**config.mk**
```make
export PLATFORM = sky130hd
export DESIGN_NAME = epts_front
export DESIGN_NICKNAME = d
export VERILOG_FILES = /design/src/epts_pkg.sv /design/src/epts_front.sv
export SDC_FILE = /design/constraint.sdc
export NUM_CORES = 1
export LEC_CHECK = 0
export BUFFER_PORTS_ARGS = -buffer_cell sky130_fd_sc_hd__buf_2
export CAP_MARGIN = 20
export CELL_PAD_IN_SITES_DETAIL_PLACEMENT = 1
export CELL_PAD_IN_SITES_GLOBAL_PLACEMENT = 1
export CORE_ASPECT_RATIO = 0.5
export CORE_MARGIN = 5
export CORE_UTILIZATION = 43
export CTS_CLUSTER_SIZE = 25
export DETAILED_ROUTE_END_ITERATION = 16
export PLACE_DENSITY_LB_ADDON = 0.1
export SYNTH_ARGS = -nofsm -noshare
export SYNTH_HDL_FRONTEND = slang
export SYNTH_SLANG_ARGS = --single-unit
```
**constraint.sdc**
```tcl
create_clock -name i_clk -period 5.9 [get_ports i_clk]
set_clock_uncertainty 0.15 [all_clocks]
set_input_delay 0.885 -clock i_clk [delete_from_list [all_inputs] [get_ports i_clk]]
set_output_delay 0.885 -clock i_clk [all_outputs]
set_load 0.05 [all_outputs]
```
**src/epts_pkg.sv**
```systemverilog
// Package for the eased position trajectory stepper: request codes, modes,
// queue entry type and the half-cosine easing table. No dependencies.
`timescale 1ns / 1ps
package epts_pkg;

    localparam int EaseDepth = 1024;
    localparam int EaseIdxW = $clog2(EaseDepth);

    typedef enum logic [2:0] {
        REQ_TICK    = 3'd0,
        REQ_ZERO    = 3'd1,
        REQ_RITUAL  = 3'd2,
        REQ_RELEASE = 3'd3,
        REQ_GOTO    = 3'd4
    } t_req;

    typedef enum logic [1:0] {
        MODE_RELEASED = 2'd0,
        MODE_HOLDING  = 2'd1,
        MODE_MOVING   = 2'd2
    } t_mode;

    typedef enum logic [2:0] {
        CFG_STEP    = 3'd0,
        CFG_HOLD    = 3'd1,
        CFG_MOVE    = 3'd2,
        CFG_CURVE   = 3'd3,
        CFG_EASE_EN = 3'd4
    } t_cfg_idx;

    typedef enum logic [1:0] {
        CURVE_LINEAR   = 2'd0,
        CURVE_COSINE   = 2'd1,
        CURVE_QUAD_IN  = 2'd2,
        CURVE_QUAD_OUT = 2'd3
    } t_curve;

    typedef enum logic [3:0] {
        ST_IDLE,
        ST_EXEC,
        ST_DIV,
        ST_TAB,
        ST_EASE,
        ST_MUL,
        ST_ROUND,
        ST_OUT1,
        ST_OUT2
    } t_state;

    // classified item handed from front to back
    typedef struct packed {
        t_req        req;
        logic        known;
        logic [7:0]  tick_ms;
        logic [31:0] enc;
        logic [31:0] goto_tgt;
    } t_item;

    // Q30 Taylor series of 1-cos x, returned as (1-cos x)/2 in Q16; elaboration-time only
    function automatic logic [31:0] cos_entry(input int unsigned i);
        logic [63:0] x, x2, term, sum;
        logic [63:0] pi_q30;
        int k;
        pi_q30 = 64'd3373259426;
        x = (pi_q30 * 64'(i)) / 64'(EaseDepth);
        x2 = (x * x) >> 30;
        term = x2 >> 1;
        sum = term;
        for (k = 2; k <= 7; k++) begin
            term = ((term * x2) >> 30) / 64'((2 * k - 1) * (2 * k));
            if (k % 2 == 1) sum = sum + term;
            else sum = sum - term;
        end
        return 32'((sum + 64'd16384) >> 15);
    endfunction

    function automatic logic [16:0] ease_rom(input logic [EaseIdxW:0] i);
        logic [31:0] v;
        if (2 * int'(i) <= EaseDepth) v = cos_entry(int'(i));
        else v = 32'd65536 - cos_entry(EaseDepth - int'(i));
        return v[16:0];
    endfunction

endpackage

```
**src/epts_front.sv**
```systemverilog
// Front part: accepts request items, classifies them and fills a two-entry queue.
// Depends on epts_pkg.
`timescale 1ns / 1ps
module epts_front (
    input  logic                 i_clk,
    input  logic                 i_rst_n,
    input  logic                 i_valid,
    output logic                 o_stall,
    input  logic [2:0]           i_req_type,
    input  logic [7:0]           i_tick_ms,
    input  logic signed [31:0]   i_encoder_counts,
    input  logic signed [23:0]   i_goto_angle,
    output logic                 o_q_valid,
    output epts_pkg::t_item      o_q_item,
    input  logic                 i_q_pop
);
    epts_pkg::t_item r_mem [2];
    logic r_wr, r_rd;
    logic [1:0] r_cnt;
    epts_pkg::t_item n_item;
    logic push;

    always_comb begin
        n_item.req      = epts_pkg::t_req'(i_req_type);
        n_item.known    = (i_req_type <= 3'(epts_pkg::REQ_GOTO));
        n_item.tick_ms  = i_tick_ms;
        n_item.enc      = i_encoder_counts;
        n_item.goto_tgt = {{8{i_goto_angle[23]}}, i_goto_angle};
    end

    assign o_stall   = (r_cnt == 2'd2);
    assign push      = i_valid && !o_stall;
    assign o_q_valid = (r_cnt != 2'd0);
    assign o_q_item  = r_mem[r_rd];

    always_ff @(posedge i_clk) begin
        if (push) r_mem[r_wr] <= n_item;
        if (!i_rst_n) begin
            r_wr <= 1'b0;
            r_rd <= 1'b0;
            r_cnt <= 2'd0;
        end else begin
            if (push) r_wr <= ~r_wr;
            if (i_q_pop) r_rd <= ~r_rd;
            r_cnt <= r_cnt + 2'(push) - 2'(i_q_pop);
        end
    end
endmodule

```
==> load_flow_metrics.sql, run 1 <==
INSERT INTO impl_metrics (metric_group, metric, value, unit) VALUES
('finish', 'final_layout_size_suffix_gt1_share', '61.1', '%'),
('synth', 'post_synth_instance_area', '5290', 'um2'),
('detailed_routing', 'viasPerCell', '4.68', ''),
('detailed_routing', 'route.detailed.wl_per_inst', '17.9', 'um'),
('placed_design', 'placement.setup.worst_slack', '2770', 'ps'),
('synth', 'syn-num-nets', '320', ''),
('power_and_ir_drop', 'peakVddDrop', '0.210', 'mV'),
('setup_path', 'cp.required', '4870', 'ps'),
('global_routing', 'grt_pass1_vias', '3165', ''),
('floorplan', 'rows', '28', ''),
('floorplan', 'io_pins', '149', ''),
('min_path', 'hp-class', 'reg -> reg', ''),
('setup_path', 'worst_path_class_setup', 'reg -> out', ''),
('setup_path', 'arrival', '2140', 'ps'),
('global_routing', 'grt_max_degree', '69', ''),
('sta', 'report.final.setup_viol', '0', ''),
('synth', 'postSynthCellCount', '247', ''),
('clocking', 'cts_repair_resize_count', '0', ''),
('clocking', 'cts_buffer_depth', '2', ''),
('global_routing', 'global_route.usage.total', '14.4', '%'),
('clocking', 'cts_tree', 'built', ''),
('setup_path', 'critical_path.max_fanout', '68', ''),
('synth', 'synth.area.top_cells', 'edfxtp_1 77%, mux2_2 10%, mux2_4 5.7%', ''),
('synth', 'synthDistinctLibCells', '21', ''),
('global_routing', 'number_of_antenna_violations_at_the_first_check_in_global_routing', '0', ''),
('finish', 'final_nets', '474', ''),
('floorplan', 'starting_density_of_the_core', '44.4', '%'),
('sta', 'relSlewSlack', '31.0', '%'),
('floorplan', 'floorplan.die.height', '88.4', 'um'),
('synth', 'portion_of_the_post_synthesis_area_used_by_sequential_elements', '79.1', '%'),
('power_and_ir_drop', 'static_power_due_to_leakage', '2.61', 'nW'),
('setup_path', 'critical_path.cell_chain', 'mux2_2, buf_2', ''),
('floorplan', 'chipWidth', '167', 'um'),
('finish', 'finish.utilization', '56.7', '%'),
('detailed_routing', 'violation_count_after_the_first_detailed_routing_iteration', '118', ''),
('synth', 'synth-async-reset-ratio', '0', '%'),
('placed_design', 'place.detailed.hpwl', '7040', 'um'),
('synth', 'syn_area_per_cell', '21.4', 'um2'),
('finish', 'antennaDiodeCount', '0', ''),
('floorplan', 'design.die.area', '14800', 'um2'),
('global_routing', 'grt_pass1_wl', '16000', 'um'),
('sta', 'max_slew.worst_pin.slew', '1040', 'ps'),
('sta', 'min_period_over_period', '53.9', '%'),
('sta', 'achievable-frequency', '315', 'MHz'),
('floorplan', 'core', '11900', 'um2'),
('clocking', 'cts_hold_repair.buffers', '0', ''),
('finish', 'area_growth', '27.6', '%'),
('clocking', 'post_cts_buffers', '0', ''),
('setup_path', 'critical-path-top-delay-family', 'flip-flops', ''),
('power_and_ir_drop', 'p_per_area', '434', 'nW/um2'),
('synth', 'yosys_register_bits', '141', ''),
('clocking', 'htree_levels', '4', ''),
('power_and_ir_drop', 'fin_total_pwr', '2.93', 'mW'),
('detailed_routing', 'post-route-drc-count', '0', ''),
('detailed_routing', 'drtPass1Iterations', '4', ''),
('global_routing', 'grt.overflow.total', '0', ''),
('clocking', 'insertion_delay', '400', 'ps'),
('synth', 'synth_warnings', '0', ''),
('sta', 'number_of_max_slew_violations_in_the_final_report', '0', ''),
('detailed_routing', 'ant_nets', '0', ''),
('detailed_routing', 'routed-via-count', '2711', ''),
('clocking', 'clk_pin_slew', '60', 'ps'),
('sta', 'grt_setup_unrepaired', 'no', ''),
('setup_path', 'delay_of_the_slowest_cell_on_the_worst_path', '1040', 'ps'),
('placed_design', 'gp_congestion', '0.732', ''),
('setup_path', 'crit_buf_inv', '1', ''),
('synth', 'synth_largest_type_area_fraction', '77.2', '%'),
('clocking', 'numClockSinks', '141', ''),
('sta', 'post-route-worst-setup-slack', '2720', 'ps'),
('synth', 'synth_top_area_cell', 'edfxtp_1', ''),
('setup_path', 'endpoint_kind', 'output port', ''),
('synth', 'postSynth.topFlopCell', 'edfxtp_1', ''),
('clocking', 'tritoncts.num_buffers', '17', ''),
('synth', 'number_of_flops_mapped_to_enable_cells_by_yosys', '136', ''),
('setup_path', 'worst_path_max_delay_cell', 'dfxtp_4', ''),
('sta', 'finalWorstPathRequiredPeriod', '3180', 'ps'),
('outcome', 'status', 'finished, final reports clean', ''),
('sta', 'fin_setup_tns', '0', 'ps'),
('clocking', 'clockRootBuffer', 'clkbuf_16', ''),
('sta', 'final_report_hold_violation_count', '0', ''),
('placed_design', 'buffer_ports.inserted', '148', ''),
('job', 'cap_viol_max_count', '0', ''),
('setup_path', 'worstSetupStartpointType', 'flip-flop', ''),
('detailed_routing', 'wirelength', '10300', 'um');
per-stage QoR:
step | instance area, um2 | cells | hold WS [ps]
floorplan | 5290 | 247 | 305
global placement | 6130 | 546 | 344
detailed placement | 6130 | 546 | 361
CTS | 6730 | 578 | 381
global route | 6750 | 579 | 415
finish | 6750 | 579 | 372
report_power, final:
part	total (mW)	leakage, nW	internal, mW	switching, mW
sequential	1.27	1.31	1.22	0.0470
clock	1.06	0.284	0.667	0.395
combinational	0.599	1.02	0.167	0.432
total	2.93	2.61	2.06	0.873
tightest hold or removal path: stages (launching register included):
cell and delay, ps:
dfxtp_1 330, xnor2_1 90, nor2_1 80
sequential cells by signal, indices dropped and copies added (netlist names), named ones only:
| signal | cells |
|---|---|
| r_mem | 136 |
| r_cnt | 2 |
| r_rd | 1 |
| r_wr | 1 |
cell usage after synthesis, types with 3 or more instances:
cell type  instances
inv_1              3
nor2_1             4
buf_2              4
edfxtp_1         136
buf_4              8
mux2_2            48
dfxtp_1            5
mux2_4            20
final cells by class:
cell class / count / area (um2)
Fill cell: 1142 / 5160
Sequential cell: 141 / 4190
Multi-Input combinational cell: 87 / 972
Timing Repair Buffer: 151 / 776
Clock buffer: 19 / 433
Tap cell: 165 / 206
Clock inverter: 13 / 166
Inverter: 3 / 11.3
routing by layer:
layer	track usage (%)	part of all wire [%]	vias up
met5	0	0	-
met2	25.9	51	90
li1	-	-	1263
met3	5.62	6.7	11
met1	16.0	41	1347
met4	5.20	0.93	0
layout by cell type, fill, tap and decap left out, types with 3 or more instances in the layout:
cell type,synthesis,layout
dfxtp_1,5,4
clkinvlp_4,0,3
clkbuf_16,0,17
bufinv_16,0,3
buf_2,4,148
clkinv_4,0,3
mux2_2,48,48
edfxtp_1,136,136
inv_1,3,3
nor2_1,4,3
mux2_4,20,20
path summary, 6_finish.rpt:
check,from,end,slack [ps],depth (start not counted)
hold / removal,r_rd$_SDFFE_PN0P_,flip-flop,370,2
setup / recovery,flip-flop,o_q_item[63],2720,2
hold reg to reg,r_rd$_SDFFE_PN0P_,flip-flop,370,2
setup reg to reg,r_cnt[0]$_SDFF_PN0_,r_mem[1][42]$_DFFE_PP_,3520,3
kinds of logic after synthesis:
| kind of cell | synth area share (%) |
|---|---|
| flip-flops | 79.1 |
| multiplexers | 16.1 |
| buffers and inverters | 2.72 |
| AND/OR/NAND/NOR | 1.23 |
| XOR/XNOR | 0.331 |
| adder cells (fa/ha/maj) | 0.473 |
| AO/OA/AOI/OAI | 0.0945 |
No activity file was read; power rests on OpenSTA's default activity.
==> run 2, diff against run 1 <==
--- a/config.mk
+++ b/config.mk
@@ -5,6 +5,7 @@
 export SDC_FILE = /design/constraint.sdc
 export NUM_CORES = 1
 export LEC_CHECK = 0
+export ABC_AREA = 1
 export BUFFER_PORTS_ARGS = -buffer_cell sky130_fd_sc_hd__buf_2
 export CAP_MARGIN = 20
 export CELL_PAD_IN_SITES_DETAIL_PLACEMENT = 1
==> constraint.sdc (replaced) <==
create_clock -name i_clk -period 3.3 [get_ports i_clk]
set_clock_uncertainty 0.15 [all_clocks]
set_input_delay 0.495 -clock i_clk [delete_from_list [all_inputs] [get_ports i_clk]]
set_output_delay 0.495 -clock i_clk [all_outputs]
set_load 0.05 [all_outputs]
==> load_flow_metrics.sql, run 2 <==
INSERT INTO impl_metrics (metric_group, metric, value, unit) VALUES
('outcome', 'status', 'finished, final reports clean', ''),
('finish', 'finish.utilization', '57.0', '%'),
('setup_path', 'endpoint_kind', 'output port', ''),
('placed_design', 'gp_congestion', '0.746', ''),
('synth', 'synth_warnings', '0', ''),
('floorplan', 'io_pins', '149', ''),
('synth', 'combinational_family_with_the_most_area_after_synthesis', 'multiplexers', ''),
('sta', 'finalWorstPathRequiredPeriod', '2590', 'ps'),
('detailed_routing', 'routed-via-count', '2729', ''),
('synth', 'portion_of_the_post_synthesis_area_used_by_sequential_elements', '79.0', '%'),
('synth', 'synth.area.top_cells', 'edfxtp_1 77%, mux2_2 10%, mux2_4 5.7%', ''),
('setup_path', 'cp.required', '2650', 'ps'),
('clocking', 'insertion_delay', '400', 'ps'),
('floorplan', 'floorplan.die.height', '88.5', 'um'),
('sta', 'fin_setup_tns', '0', 'ps'),
('clocking', 'clk_pin_slew', '60', 'ps'),
('finish', 'multiInputGateArea', '958', 'um2'),
('finish', 'layout_common_cells', '148 x buf_2, 136 x edfxtp_1, 48 x mux2_2', ''),
('synth', 'synthXorXnorAreaFrac', '0', '%'),
('sta', 'number_of_max_slew_violations_in_the_final_report', '0', ''),
('clocking', 'cts_repair_resize_count', '0', ''),
('sta', 'max_slew.worst_pin.slew', '391', 'ps'),
('setup_path', 'arrival', '1940', 'ps'),
('finish', 'final_nets', '483', ''),
('synth', 'synth-simple-area-share', '1.32', '%'),
('synth', 'synth_largest_type_area_fraction', '77.1', '%'),
('synth', 'synth_common_cells', '136 x edfxtp_1, 48 x mux2_2, 20 x mux2_4', ''),
('setup_path', 'critical-path-top-delay-family', 'flip-flops', ''),
('power_and_ir_drop', 'static_power_due_to_leakage', '2.64', 'nW'),
('power_and_ir_drop', 'fin_total_pwr', '5.07', 'mW'),
('floorplan', 'starting_density_of_the_core', '44.3', '%'),
('global_routing', 'grt.overflow.total', '0', ''),
('detailed_routing', 'drtPass1Iterations', '4', ''),
('finish', 'stdcell_count', '588', ''),
('synth', 'syn-num-nets', '329', ''),
('finish', 'reg_top3', 'r_mem: 136 flops, r_cnt: 2 flops', ''),
('global_routing', 'grt_pass1_vias', '3112', ''),
('synth', 'yosys_register_bits', '141', ''),
('detailed_routing', 'route.detailed.wl_per_inst', '17.6', 'um'),
('sta', 'final_report_hold_violation_count', '0', ''),
('setup_path', 'critical_path.cell_chain', 'buf_12, mux2_4, buf_2', ''),
('synth', 'syn_area_per_cell', '20.7', 'um2'),
('clocking', 'post_cts_buffers', '0', ''),
('job', 'cap_viol_max_count', '0', ''),
('global_routing', 'global_route.usage.total', '14.7', '%'),
('placed_design', 'place_inst', '556', ''),
('synth', 'post-synth-top-count-cell', 'edfxtp_1', ''),
('synth', 'post_synth_instance_area', '5300', 'um2'),
('synth', 'postSynth.topFlopCell', 'edfxtp_1', ''),
('floorplan', 'core', '11900', 'um2'),
('detailed_routing', 'wirelength', '10400', 'um'),
('clocking', 'cts_hold_repair.buffers', '0', ''),
('finish', 'layout.area.seq', '4190', 'um2'),
('setup_path', 'delay_of_the_slowest_cell_on_the_worst_path', '580', 'ps'),
('global_routing', 'grt_max_degree', '69', ''),
('finish', 'area_growth', '28.5', '%'),
('sta', 'report.final.setup_viol', '0', ''),
('clocking', 'numClockSinks', '141', ''),
('synth', 'synth-compound-area-share', '0.283', '%'),
('synth', 'synth.mux.area_fraction', '15.9', '%'),
('finish', 'num-fill-cells', '1150', ''),
('synth', 'postSynthCellCount', '256', ''),
('synth', 'number_of_flops_mapped_to_enable_cells_by_yosys', '136', ''),
('finish', 'finalInstanceArea', '6810', 'um2'),
('detailed_routing', 'post-route-drc-count', '0', ''),
('power_and_ir_drop', 'p_per_area', '744', 'nW/um2'),
('detailed_routing', 'viasPerCell', '4.64', ''),
('detailed_routing', 'violation_count_after_the_first_detailed_routing_iteration', '107', ''),
('power_and_ir_drop', 'peakVddDrop', '0.492', 'mV'),
('finish', 'most_frequent_standard_cell_in_the_layout_excluding_fill_and_tap_cells', 'buf_2', ''),
('synth', 'synthDistinctLibCells', '15', ''),
('finish', 'regMostFlops', 'r_mem', ''),
('sta', 'relSlewSlack', '73.9', '%'),
('clocking', 'cts_buffer_depth', '2', ''),
('clocking', 'cts_tree', 'built', ''),
('floorplan', 'chipWidth', '167', 'um'),
('sta', 'grt_setup_unrepaired', 'no', ''),
('floorplan', 'rows', '28', ''),
('setup_path', 'crit_buf_inv', '2', ''),
('synth', 'synth_top_area_cell', 'edfxtp_1', ''),
('finish', 'largest_register_ffs', '136', ''),
('setup_path', 'critical_path.max_fanout', '44', ''),
('global_routing', 'grt_pass1_wl', '16200', 'um'),
('sta', 'achievable-frequency', '387', 'MHz'),
('clocking', 'htree_levels', '4', ''),
('placed_design', 'place.detailed.hpwl', '6960', 'um'),
('finish', 'final_layout_size_suffix_gt1_share', '59.6', '%'),
('min_path', 'hp-class', 'in -> reg', ''),
('floorplan', 'design.die.area', '14800', 'um2'),
('sta', 'min_period_over_period', '78.4', '%'),
('placed_design', 'placed_area', '6180', 'um2'),
('clocking', 'tritoncts.num_buffers', '17', ''),
('finish', 'antennaDiodeCount', '0', ''),
('setup_path', 'worst_path_max_delay_cell', 'dfxtp_4', ''),
('detailed_routing', 'ant_nets', '0', ''),
('placed_design', 'buffer_ports.inserted', '148', ''),
('setup_path', 'worst_path_class_setup', 'reg -> out', ''),
('setup_path', 'worstSetupStartpointType', 'flip-flop', ''),
('synth', 'synth_adder_area_share', '0.472', '%'),
('synth', 'synth-async-reset-ratio', '0', '%'),
('global_routing', 'number_of_antenna_violations_at_the_first_check_in_global_routing', '2', ''),
('clocking', 'clockRootBuffer', 'clkbuf_16', '');
run 2: cell count changes after synthesis, moves of 2 or more:
cell / delta
inv_1: +5
nand2b_1: -2
nand3_1: +2
a21oi_1: +2
nand2_1: +8
nor2_1: +2
and2_1: -2
run 2: final timing paths:
check	start	endpoint	slack (ps)	depth (start not counted)
min	i_encoder_counts[12]	r_mem[0][44]$_DFFE_PP_	120	1
min reg2reg	r_rd$_SDFFE_PN0P_	flip-flop	370	2
max reg2reg	r_cnt[0]$_SDFF_PN0_	r_cnt[1]$_SDFF_PN0_	1500	10
max	flip-flop	o_q_item[29]	710	3
run 2: logic make-up after synthesis:
kind of cell | count (synthesis)
multiplexers | 68
buffers and inverters | 24
AND/OR/NAND/NOR | 18
adder cells (fa/ha/maj) | 2
AO/OA/AOI/OAI | 3
flip-flops | 141
run 2: through the flow:
stage,setup WS (ps),hold slack (ps)
floorplan,391,313
global placement,1140,336
detailed placement,1120,359
CTS,674,101
global route,619,96.3
finish,714,122
run 2: routing by layer:
metal  wire length, um  track usage (%)  up-vias
li1                  -                -     1285
met3               788             7.23       14
met4                98             3.79        4
met1              4030             16.0     1343
met5                32                0        -
met2              5430             26.4       83
run 2: final cells by class:
type | count | area share, %
flip-flops and latches | 141 | 61.5
multi-input cells | 91 | 14.1
repair buffers | 151 | 11.8
clock buffers | 19 | 6.36
well taps | 165 | 3.03
clock inverters | 13 | 2.79
inverters | 8 | 0.441
run 2: report_power, final:
| part | internal [mW] | switching [mW] | total (mW) |
|---|---|---|---|
| combinational | 0.245 | 0.650 | 0.895 |
| clock | 1.27 | 0.710 | 1.98 |
| sequential | 2.15 | 0.0465 | 2.19 |
==> run 3, diff against run 2 <==
--- a/config.mk
+++ b/config.mk
@@ -12,7 +12,7 @@
 export CELL_PAD_IN_SITES_GLOBAL_PLACEMENT = 1
 export CORE_ASPECT_RATIO = 0.5
 export CORE_MARGIN = 5
-export CORE_UTILIZATION = 43
+export CORE_UTILIZATION = 39
 export CTS_CLUSTER_SIZE = 25
 export DETAILED_ROUTE_END_ITERATION = 16
 export PLACE_DENSITY_LB_ADDON = 0.1
==> constraint.sdc (replaced) <==
create_clock -name i_clk -period 2.1 [get_ports i_clk]
set_clock_uncertainty 0.15 [all_clocks]
set_input_delay 0.315 -clock i_clk [delete_from_list [all_inputs] [get_ports i_clk]]
set_output_delay 0.315 -clock i_clk [all_outputs]
set_load 0.05 [all_outputs]
==> load_flow_metrics.sql, run 3 (synthesized netlist as in run 2, its figures left out) <==
INSERT INTO impl_metrics (metric_group, metric, value, unit) VALUES
('clocking', 'insertion_delay', '400', 'ps'),
('setup_path', 'arrival', '1610', 'ps'),
('sta', 'report.final.setup_viol', '0', ''),
('sta', 'final_report_hold_violation_count', '0', ''),
('detailed_routing', 'wirelength', '12300', 'um'),
('detailed_routing', 'drtPass1Iterations', '4', ''),
('global_routing', 'global_route.usage.total', '14.3', '%'),
('setup_path', 'worst_r2r_path_depth', '10', ''),
('floorplan', 'core', '13400', 'um2'),
('finish', 'final_nets', '562', ''),
('clocking', 'htree_levels', '4', ''),
('floorplan', 'rows', '30', ''),
('setup_path', 'cp.required', '1630', 'ps'),
('finish', 'area_growth', '51.4', '%'),
('setup_path', 'critical_path.cell_chain', 'buf_4, buf_16, mux2_4, buf_4', ''),
('floorplan', 'starting_density_of_the_core', '39.4', '%'),
('finish', 'antennaDiodeCount', '0', ''),
('finish', 'reg_top3', 'r_mem: 136 flops, r_cnt: 2 flops', ''),
('finish', 'finish.utilization', '59.7', '%'),
('finish', 'stdcell_count', '678', ''),
('finish', 'regMostFlops', 'r_mem', ''),
('finish', 'finalInstanceArea', '8020', 'um2'),
('min_path', 'hp-class', 'in -> reg', ''),
('setup_path', 'cp.depth', '4', ''),
('setup_path', 'worst_path_class_setup', 'reg -> out', ''),
('detailed_routing', 'ant_nets', '0', ''),
('finish', 'largest_register_ffs', '136', ''),
('clocking', 'cts_buffer_depth', '2', ''),
('outcome', 'status', 'finished, final reports clean', ''),
('sta', 'relSlewSlack', '68.5', '%'),
('sta', 'achievable-frequency', '481', 'MHz'),
('clocking', 'numClockSinks', '141', ''),
('setup_path', 'crit_top_cell', 'buf_4', ''),
('global_routing', 'grtUsageMet3', '5.30', '%'),
('detailed_routing', 'post-route-drc-count', '0', ''),
('power_and_ir_drop', 'p_per_area', '1010', 'nW/um2'),
('power_and_ir_drop', 'static_power_due_to_leakage', '3.12', 'nW'),
('global_routing', 'grt_max_degree', '39', ''),
('placed_design', 'gp_congestion', '0.711', ''),
('global_routing', 'grt.met2_usage', '26.5', '%'),
('setup_path', 'critical-path-top-delay-family', 'buffers and inverters', ''),
('detailed_routing', 'violation_count_after_the_first_detailed_routing_iteration', '84', ''),
('global_routing', 'global_route.peak_usage_layer', 'met2', ''),
('placed_design', 'placed_area', '6240', 'um2'),
('global_routing', 'global_route.usage.met1', '15.4', '%'),
('clocking', 'tritoncts.num_buffers', '17', ''),
('sta', 'min_period_over_period', '98.9', '%'),
('clocking', 'clk_pin_slew', '60', 'ps'),
('detailed_routing', 'viasPerCell', '4.54', ''),
('setup_path', 'delay_of_the_slowest_cell_on_the_worst_path', '350', 'ps'),
('placed_design', 'place.detailed.hpwl', '7360', 'um'),
('floorplan', 'chipWidth', '175', 'um'),
('clocking', 'cts_tree', 'built', ''),
('setup_path', 'crit_buf_inv', '3', ''),
('setup_path', 'worstSetupStartpointType', 'flip-flop', ''),
('sta', 'max_slew.worst_pin.slew', '472', 'ps'),
('global_routing', 'grt_pass1_vias', '3512', ''),
('sta', 'grt_setup_unrepaired', 'yes', ''),
('setup_path', 'endpoint_kind', 'output port', ''),
('finish', 'final_layout_size_suffix_gt1_share', '52.8', '%'),
('min_path', 'whs_path_depth', '3', ''),
('sta', 'timing.hold.ws', '60.0', 'ps'),
('clocking', 'clockRootBuffer', 'clkbuf_16', ''),
('detailed_routing', 'route.detailed.wl_per_inst', '18.1', 'um'),
('placed_design', 'place_inst', '570', ''),
('detailed_routing', 'routed-via-count', '3075', ''),
('sta', 'number_of_max_slew_violations_in_the_final_report', '0', ''),
('floorplan', 'design.die.area', '16200', 'um2'),
('global_routing', 'grt.overflow.total', '0', ''),
('global_routing', 'grt_pass1_wl', '17600', 'um'),
('sta', 'post-route-worst-setup-slack', '23.1', 'ps'),
('sta', 'finalWorstPathRequiredPeriod', '2080', 'ps'),
('placed_design', 'buffer_ports.inserted', '148', ''),
('job', 'cap_viol_max_count', '0', ''),
('power_and_ir_drop', 'peakVddDrop', '0.567', 'mV'),
('setup_path', 'critical_path.max_fanout', '9', ''),
('placed_design', 'placement.setup.worst_slack', '397', 'ps'),
('global_routing', 'number_of_antenna_violations_at_the_first_check_in_global_routing', '0', ''),
('floorplan', 'floorplan.die.height', '92.4', 'um'),
('finish', 'most_frequent_standard_cell_in_the_layout_excluding_fill_and_tap_cells', 'edfxtp_1', ''),
('finish', 'layout_common_cells', '136 x edfxtp_1, 85 x buf_2, 68 x dlygate4sd3_1', ''),
('setup_path', 'worst_path_max_delay_cell', 'dfxtp_4', ''),
('floorplan', 'io_pins', '149', '');
run 3: through the flow:
step / power [mW] / setup TNS [ps]
finish: 8.13 / 0
CTS: 8.01 / -44.4
detailed placement: 4.96 / 0
global placement: 4.91 / 0
floorplan: 4.59 / -2.54
global route: 8.45 / -1170
run 3: repair_timing:
action,in CTS,in global routing
gates resized for setup,23,136
endpoints found under the setup margin,20,63
buffers inserted,0,2
hold buffers,68,0
hold endpoints to repair,135,0
cloned,0,6
run 3: path summary, 6_finish.rpt:
path | from | endpoint | slack (ps)
hold / removal | i_q_pop | r_rd$_SDFFE_PN0P_ | 60
setup reg to reg | r_cnt[0]$_SDFF_PN0_ | r_cnt[1]$_SDFF_PN0_ | 390
setup / recovery | flip-flop | o_q_item[27] | 20
hold reg to reg | r_rd$_SDFFE_PN0P_ | r_rd$_SDFFE_PN0P_ | 370
run 3: worst reg2reg max path, cell delays in order (launching register included):
cell     delay, ps
dfxtp_2        330
inv_1           60
nand2_2        100
nand2_2         90
ha_1           290
inv_1           50
ha_1           190
inv_1           50
nand2_1         60
a21oi_1        170
nor2_1          70
run 3: layout make-up:
| cell class | count | area, um2 |
|---|---|---|
| fill | 1203 | 5420 |
| clock buffer | 18 | 429 |
| tap | 176 | 220 |
| sequential | 141 | 4190 |
| inverter | 8 | 33.8 |
| timing repair buffer | 230 | 2030 |
| clock inverter | 14 | 145 |
| multi-input combinational | 91 | 975 |
run 3: layer usage:
layer	share of wire, %	vias to the layer above
li1	-	1456
met1	41	1518
met3	5.4	16
met5	0	-
met2	52	85
met4	1.1	0
run 3: power breakdown:
| group | switching (mW) | internal (mW) | total (mW) | leakage (nW) |
|---|---|---|---|---|
| Sequential | 0.0618 | 3.37 | 3.43 | 1.31 |
| Clock | 1.15 | 1.75 | 2.89 | 0.264 |
| Combinational | 1.12 | 0.687 | 1.81 | 1.55 |
